[src/hdl/lss_pkg.sv]
package lss_pkg;

  localparam int DEPTH_DEF = 16;
  localparam int OPCODE_W  = 3;
  localparam int VALUE_W   = 32;
  localparam int STATUS_W  = 2;
  localparam int COUNT_W   = 5;

  typedef enum logic [OPCODE_W-1:0] {
    OP_PUSH    = 3'd0,
    OP_POP     = 3'd1,
    OP_QUERY   = 3'd2,
    OP_POPTHRU = 3'd3,
    OP_CLEAR   = 3'd4
  } opcode_t;

  typedef enum logic [STATUS_W-1:0] {
    STAT_OK      = 2'd0,
    STAT_EMPTY   = 2'd1,
    STAT_FULL    = 2'd2,
    STAT_NOMATCH = 2'd3
  } status_t;

  typedef enum logic [3:0] {
    S_IDLE   = 4'b0001,
    S_LOAD   = 4'b0010,
    S_SCAN   = 4'b0100,
    S_FINISH = 4'b1000
  } state_t;

  typedef struct packed {
    logic                      load;
    logic                      shift;
    logic                      push;
    logic signed [VALUE_W-1:0] value;
  } cell_ctrl_t;

endpackage

[src/hdl/lifo_stack_with_search_top.sv]
// Channel   Handshake            Payload
// input     in_valid, in_ready   in_opcode[2:0], in_value[31:0] signed
// result    out_valid, out_ready out_status[1:0], out_found, out_count[4:0]
//
// The length of a transaction is set by the match scan: every cell compares in
// parallel, then the match bits shift up the cell chain one cell a cycle until
// the topmost match reaches the top cell or all cells have been seen.
// A new transaction is accepted only once the previous one has finished.
// Reset (rst_n low, synchronous) empties the stack and drops any pending result.
// A result waiting in the output register holds up only the final cycle of the
// next transaction; the input side is free to accept while the result waits.
module lifo_stack_with_search_top import lss_pkg::*; #(
  parameter int DEPTH = DEPTH_DEF
) (
  input  logic                      clk,
  input  logic                      rst_n,
  input  logic                      in_valid,
  output logic                      in_ready,
  input  logic [OPCODE_W-1:0]       in_opcode,
  input  logic signed [VALUE_W-1:0] in_value,
  output logic                      out_valid,
  input  logic                      out_ready,
  output logic [STATUS_W-1:0]       out_status,
  output logic                      out_found,
  output logic [COUNT_W-1:0]        out_count
);

  localparam int FW = $clog2(DEPTH + 1);

  cell_ctrl_t    cell_ctrl;
  logic [FW-1:0] fill;
  logic [DEPTH:0] scan_chain;

  assign scan_chain[0] = 1'b0;

  lss_ctrl #(.DEPTH(DEPTH)) u_ctrl (
    .clk        (clk),
    .rst_n      (rst_n),
    .in_valid   (in_valid),
    .in_ready   (in_ready),
    .in_opcode  (in_opcode),
    .in_value   (in_value),
    .out_valid  (out_valid),
    .out_ready  (out_ready),
    .out_status (out_status),
    .out_found  (out_found),
    .out_count  (out_count),
    .cell_ctrl  (cell_ctrl),
    .fill       (fill),
    .scan_top   (scan_chain[DEPTH])
  );

  for (genvar i = 0; i < DEPTH; i++) begin : g_cell
    lss_cell #(.DEPTH(DEPTH), .IDX(i)) u_cell (
      .clk      (clk),
      .rst_n    (rst_n),
      .ctrl     (cell_ctrl),
      .fill     (fill),
      .scan_in  (scan_chain[i]),
      .scan_out (scan_chain[i+1])
    );
  end

endmodule

[src/hdl/lss_cell.sv]
module lss_cell import lss_pkg::*; #(
  parameter int DEPTH = DEPTH_DEF,
  parameter int IDX   = 0,
  localparam int FW   = $clog2(DEPTH + 1)
) (
  input  logic          clk,
  input  logic          rst_n,
  input  cell_ctrl_t    ctrl,
  input  logic [FW-1:0] fill,
  input  logic          scan_in,
  output logic          scan_out
);

  logic signed [VALUE_W-1:0] entry_r;
  logic                      scan_r;
  logic                      scan_nxt;
  logic                      live;

  assign live = (FW'(IDX) < fill);

  always_comb begin
    scan_nxt = scan_r;
    if (ctrl.load) begin
      scan_nxt = live && (entry_r == ctrl.value);
    end else if (ctrl.shift) begin
      scan_nxt = scan_in;
    end
  end

  always_ff @(posedge clk) begin
    if (!rst_n) begin
      scan_r <= 1'b0;
    end else begin
      scan_r <= scan_nxt;
    end
  end

  always_ff @(posedge clk) begin
    if (ctrl.push && (fill == FW'(IDX))) begin
      entry_r <= ctrl.value;
    end
  end

  assign scan_out = scan_r;

endmodule

[src/hdl/lss_ctrl.sv]
module lss_ctrl import lss_pkg::*; #(
  parameter int DEPTH = DEPTH_DEF,
  localparam int FW   = $clog2(DEPTH + 1),
  localparam int CW   = $clog2(DEPTH)
) (
  input  logic                      clk,
  input  logic                      rst_n,
  input  logic                      in_valid,
  output logic                      in_ready,
  input  logic [OPCODE_W-1:0]       in_opcode,
  input  logic signed [VALUE_W-1:0] in_value,
  output logic                      out_valid,
  input  logic                      out_ready,
  output logic [STATUS_W-1:0]       out_status,
  output logic                      out_found,
  output logic [COUNT_W-1:0]        out_count,
  output cell_ctrl_t                cell_ctrl,
  output logic [FW-1:0]             fill,
  input  logic                      scan_top
);

  state_t                    state_r, state_nxt;
  logic [OPCODE_W-1:0]       op_r, op_nxt;
  logic signed [VALUE_W-1:0] value_r, value_nxt;
  logic [FW-1:0]             fill_r, fill_nxt;
  logic [CW-1:0]             cnt_r, cnt_nxt;
  logic                      hit_r, hit_nxt;
  logic [FW-1:0]             pos_r, pos_nxt;
  logic                      out_valid_r, out_valid_nxt;
  logic [STATUS_W-1:0]       out_status_r, out_status_nxt;
  logic                      out_found_r, out_found_nxt;
  logic [COUNT_W-1:0]        out_count_r, out_count_nxt;
  logic                      do_push;

  always_comb begin
    state_nxt      = state_r;
    op_nxt         = op_r;
    value_nxt      = value_r;
    fill_nxt       = fill_r;
    cnt_nxt        = cnt_r;
    hit_nxt        = hit_r;
    pos_nxt        = pos_r;
    out_valid_nxt  = out_valid_r;
    out_status_nxt = out_status_r;
    out_found_nxt  = out_found_r;
    out_count_nxt  = out_count_r;
    do_push        = 1'b0;
    cell_ctrl      = '{load: 1'b0, shift: 1'b0, push: 1'b0, value: value_r};

    if (out_valid_r && out_ready) begin
      out_valid_nxt = 1'b0;
    end

    case (state_r)
      S_IDLE: begin
        if (in_valid) begin
          op_nxt    = in_opcode;
          value_nxt = in_value;
          state_nxt = S_LOAD;
        end
      end
      S_LOAD: begin
        cell_ctrl.load = 1'b1;
        cnt_nxt        = '0;
        hit_nxt        = 1'b0;
        state_nxt      = S_SCAN;
      end
      S_SCAN: begin
        if (scan_top) begin
          hit_nxt   = 1'b1;
          pos_nxt   = FW'(DEPTH - 1) - FW'(cnt_r);
          state_nxt = S_FINISH;
        end else if (cnt_r == CW'(DEPTH - 1)) begin
          state_nxt = S_FINISH;
        end else begin
          cell_ctrl.shift = 1'b1;
          cnt_nxt         = cnt_r + 1'b1;
        end
      end
      S_FINISH: begin
        if (!out_valid_r || out_ready) begin
          out_status_nxt = STAT_OK;
          case (op_r)
            OP_PUSH: begin
              if (fill_r == FW'(DEPTH)) begin
                out_status_nxt = STAT_FULL;
              end else begin
                do_push  = 1'b1;
                fill_nxt = fill_r + 1'b1;
              end
            end
            OP_POP: begin
              if (fill_r == '0) begin
                out_status_nxt = STAT_EMPTY;
              end else begin
                fill_nxt = fill_r - 1'b1;
              end
            end
            OP_POPTHRU: begin
              if (fill_r == '0) begin
                out_status_nxt = STAT_EMPTY;
              end else if (!hit_r) begin
                out_status_nxt = STAT_NOMATCH;
              end else begin
                fill_nxt = pos_r;
              end
            end
            OP_CLEAR: begin
              fill_nxt = '0;
            end
            default: begin
            end
          endcase
          cell_ctrl.push = do_push;
          out_found_nxt  = hit_r;
          out_count_nxt  = COUNT_W'(fill_nxt);
          out_valid_nxt  = 1'b1;
          state_nxt      = S_IDLE;
        end
      end
      default: begin
        state_nxt = S_IDLE;
      end
    endcase
  end

  always_ff @(posedge clk) begin
    if (!rst_n) begin
      state_r     <= S_IDLE;
      fill_r      <= '0;
      out_valid_r <= 1'b0;
      cnt_r       <= '0;
      hit_r       <= 1'b0;
    end else begin
      state_r     <= state_nxt;
      fill_r      <= fill_nxt;
      out_valid_r <= out_valid_nxt;
      cnt_r       <= cnt_nxt;
      hit_r       <= hit_nxt;
    end
  end

  always_ff @(posedge clk) begin
    op_r         <= op_nxt;
    value_r      <= value_nxt;
    pos_r        <= pos_nxt;
    out_status_r <= out_status_nxt;
    out_found_r  <= out_found_nxt;
    out_count_r  <= out_count_nxt;
  end

  assign in_ready   = (state_r == S_IDLE);
  assign out_valid  = out_valid_r;
  assign out_status = out_status_r;
  assign out_found  = out_found_r;
  assign out_count  = out_count_r;
  assign fill       = fill_r;

endmodule

[config.mk]
export PLATFORM = sky130hd
export DESIGN_NAME = lifo_stack_with_search_top
export DESIGN_NICKNAME = d
export VERILOG_FILES = /design/src/hdl/lss_pkg.sv /design/src/hdl/lifo_stack_with_search_top.sv /design/src/hdl/lss_cell.sv /design/src/hdl/lss_ctrl.sv
export SDC_FILE = /design/constraint.sdc
export NUM_CORES = 1
export LEC_CHECK = 0
export ABC_CLOCK_PERIOD_IN_PS = 4660
export BUFFER_PORTS_ARGS = -buffer_cell sky130_fd_sc_hd__buf_2
export CAP_MARGIN = 0
export CORE_MARGIN = 10
export CORE_UTILIZATION = 56
export DETAILED_ROUTE_END_ITERATION = 12
export PLACE_DENSITY = 0.75
export SLEW_MARGIN = 0
export SYNTH_ARGS = -nofsm -noshare
export SYNTH_HDL_FRONTEND = slang
export SYNTH_SLANG_ARGS = --single-unit
[constraint.sdc]
create_clock -name clk -period 4.66 [get_ports clk]
set_input_delay 0 -clock clk [delete_from_list [all_inputs] [get_ports clk]]
set_output_delay 0 -clock clk [all_outputs]
set_load 0.02 [all_outputs]
==> summary.md <==
| Metric | Value |
|---|---|
| Worst min-delay path class | primary input to flip-flop |
| Most frequent cell after synthesis | edfxtp_1 |
| Root Driver | clkbuf_16 |
| Final Wtd Congestion | between 0.9 and 1 |
| Final setup viols | 0 |
| Final slew viol count | 0 |
| Port bufs | 48 |
| WL/cell | 24.8 µm |
| Die X | 230 µm |
| FFs w/ async S/R, synth | 0% |
| Least-Margin Pin Slew | 1.19 ns |
| Die Y | roughly 230 µm |
| Critical path class | flip-flop to flip-flop |
| Largest family of logic cells by synthesized area | XOR/XNOR gates |
| Area share of and/or/nand/nor cells after synthesis | just under 7% |
| Total vias in the final route | around 14000 |
| Register clock-pin slew on the reported worst setup and hold paths | roughly 0.06 ns |
| Largest net degree at the start of global routing | 36 |
| Initial DRT Pass Iterations | 8 |
| Peak supply drop | about 360 µV |
| Reg-to-reg critical path startpoint | u_ctrl.fill[1]$_SDFFE_PN0P_ |
| Routed vias/inst | between 5 and 6 |
| Tmin final | ~3.2 ns |
| Cell Area, Synth | ~25000 µm² |
| Sequential-to-total area share from yosys stat | between 70% and 80% |
| R2R cell count | 8 |
| Crit Reg-Reg Endpoint | g_cell[13].u_cell.entry_r[0]$_DFFE_PP_ |
| Num Clock Sinks | 590 |
| Dpl ws | around 1.5 ns |
| Buffer depth of the longest clock path | 3 |
| Adder-cell area share of the yosys netlist | less than 1% |
| Synth Area in XOR/XNOR | 18.4% |
| First-pass GRT wire length | about 87 mm |
| Dpl cells | between 2000 and 2500 |
| Mux share of post-synthesis cell area | 0.330% |
| Worst path arrival time | ~3.5 ns |
| Sum Neg Setup Slack | 0 ns |
| Vias in the first global route | between 10000 and 15000 |
| Diode count | 0 |
| Endpoint class of the critical path | flip-flop |
| FMAX | 313 MHz |
| Cts repair resizes | 0 |
| Final WS setup | about 1.5 ns |
| Synth Instances | around 1600 |
| Gr ovfl total | 0 |
| Area share of the largest cell type after synthesis | approximately 68% |
| CP startpoint | u_ctrl.fill[1]$_SDFFE_PN0P_ |
| Status | finished clean |
| Leakage | 0.00905 µW |
| Final period util | between 60% and 70% |
| Initial drt markers | 1504 |
| Detailed Place HPWL | 34.2 mm |
| Total chip power | around 12000 µW |
| Ranking of synthesized cells by area | edfxtp_1, xnor2_1, xor2_1 |
| Initial antenna violation count | 0 |
| Setup Skew | approximately 0.017 ns |
| CTS tree | built |
| Mean Syn Cell Area | about 16 µm² |
| CTS buffer count | 59 |
| Top_reg_cell synth | edfxtp_1 |
| Fraction of layout cells with a size suffix above 1 | a little over an eighth |
| Full die area | between 50000 and 60000 µm² |
| Nets | 1764 |
| Max_cap viols | 0 |
| Fill count | between 2000 and 3000 |
| Tot GR Track Use | a little over a fifth |
| Top post-synthesis cells by count | edfxtp_1, xnor2_1, xor2_1, nand4_1, nor4_1 |
| Final wirelength | roughly 58 mm |
| H-tree depth | 2 |
| End point of the critical path | g_cell[13].u_cell.entry_r[0]$_DFFE_PP_ |
| RSZ-0062 raised after global routing | false |
| Leading area contributor after synthesis | edfxtp_1 |
| Yosys cell types | 55 |
| Yosys reg bits | 590 |
| Worst Path Required | 4.91 ns |
| Hold_buf cts | 40 |
| Syn nets | approximately 1600 |
| Final hold violation count | 0 |
| Synth warn | 0 |
| Area Overhead vs Synth | 15.8% |
| Crit path max fanout | 32 |
| # DRC | 0 |
| Final cell count without fillers | 2353 |
| Clk_lat worst skew | about 0.61 ns |
| Post-synthesis compound-gate area fraction | 1.94% |
| Postcts setup bufs | 0 |
| Core area | approximately 43000 µm² |
| Placement Rows | 76 |
| I/O pin count | 49 |
| Reg-to-reg slack, setup | around 1.5 ns |
| ANT nets after route | 0 |
| Final Hold Slack | between 0.1 and 0.15 ns |
| Startpoint class of the critical path | flip-flop |
| Initial Utilization | approximately 57% |
| EDFF count, synth | between 500 and 600 |
| P per Cell Area | about 430 nW/µm² |
| Relative slew margins | 20.7% |
## critical path, cell delays in order (launching register included)
cell	delay, ns
dfxtp_1	0.66
inv_1	0.27
ha_1	0.30
nand4bb_1	0.16
nand2_1	0.11
nor2_1	0.30
nand4_1	0.32
nor3b_2	0.29
buf_4	0.40
## kinds of logic after synthesis
group / count (synthesis)
flops: 590
buf+inv: 98
simple gates: 283
mux: 8
fa+ha+maj: 6
compound gates: 81
xor+xnor: 518
## worst min-delay path by stage
stage	endpoint	startpoint	slack, ns	depth (start not counted)
finish	u_ctrl.value_r[9]$_DFFE_PP_	in_value[9]	0.10	2
global route	u_ctrl.value_r[22]$_DFFE_PP_	in_value[22]	0.09	2
global placement	u_ctrl.value_r[20]$_DFFE_PP_	in_value[20]	0.18	1
CTS	u_ctrl.value_r[28]$_DFFE_PP_	in_value[28]	0.07	2
floorplan	u_ctrl.op_r[0]$_DFFE_PP_	in_opcode[0]	0.1	0
detailed placement	u_ctrl.value_r[15]$_DFFE_PP_	in_value[15]	0.18	1
## cells in the final DEF, fill, tap and decap left out, types with 12 or more instances in the layout
cell type      count
a21oi_1           21
buf_2             48
dlygate4sd3_1     40
nor2_1            18
buf_4             66
nand2_1           21
nand3_1           23
clkinv_1          12
clkbuf_16         62
inv_1             13
dfxtp_1           31
xor2_1           168
nor4_1            56
edfxtp_1         559
o21ai_0           33
bufinv_16         16
nand4_1           99
nor3_1            17
xnor2_1          350
## report_power, final
part / switching, µW / internal, µW
logic: 505 / 313
clock network: 2000 / 3350
registers: 109 / 5880
## per-stage QoR
step | area (µm²) | util [%]
after floorplan | 24600 | -
after global placement | 25900 | 59.9
after detailed placement | 25900 | 59.9
after CTS | 28500 | 65.9
after global routing | 28500 | 65.9
final | 28500 | 65.9
## area by class of cell
type	instances	area (µm²)	area share, %
multi-input combinational	896	6900	24.2
clock buffer	72	1620	5.67
sequential	590	17400	61.0
timing repair buffer	159	1240	4.33
inverter	13	48.8	0.171
clock inverter	38	594	2.08
tap	585	732	2.57
## state kept, by name, indices dropped and copies added, names as in the netlist
name,cells
u_ctrl.value_r,32
u_ctrl.out_found,1
u_ctrl.hit_r,1
u_ctrl.state_r,4
g_cell.u_cell.scan_out,16
u_ctrl.fill,5
u_ctrl.op_r,3
u_ctrl.out_status,2
u_ctrl.cnt_r,4
g_cell.u_cell.entry_r,512
u_ctrl.pos_r,4
u_ctrl.out_count,5
u_ctrl.out_valid,1
## per-layer routing
metal,GRT usage [%],vias up,wire [µm]
met4,5.57,0,1230
li1,-,6088,-
met3,3.02,85,3830
met1,30.6,7038,25500
met2,35.6,521,27900
met5,0,-,0
No activity file was read; power rests on OpenSTA's default activity.
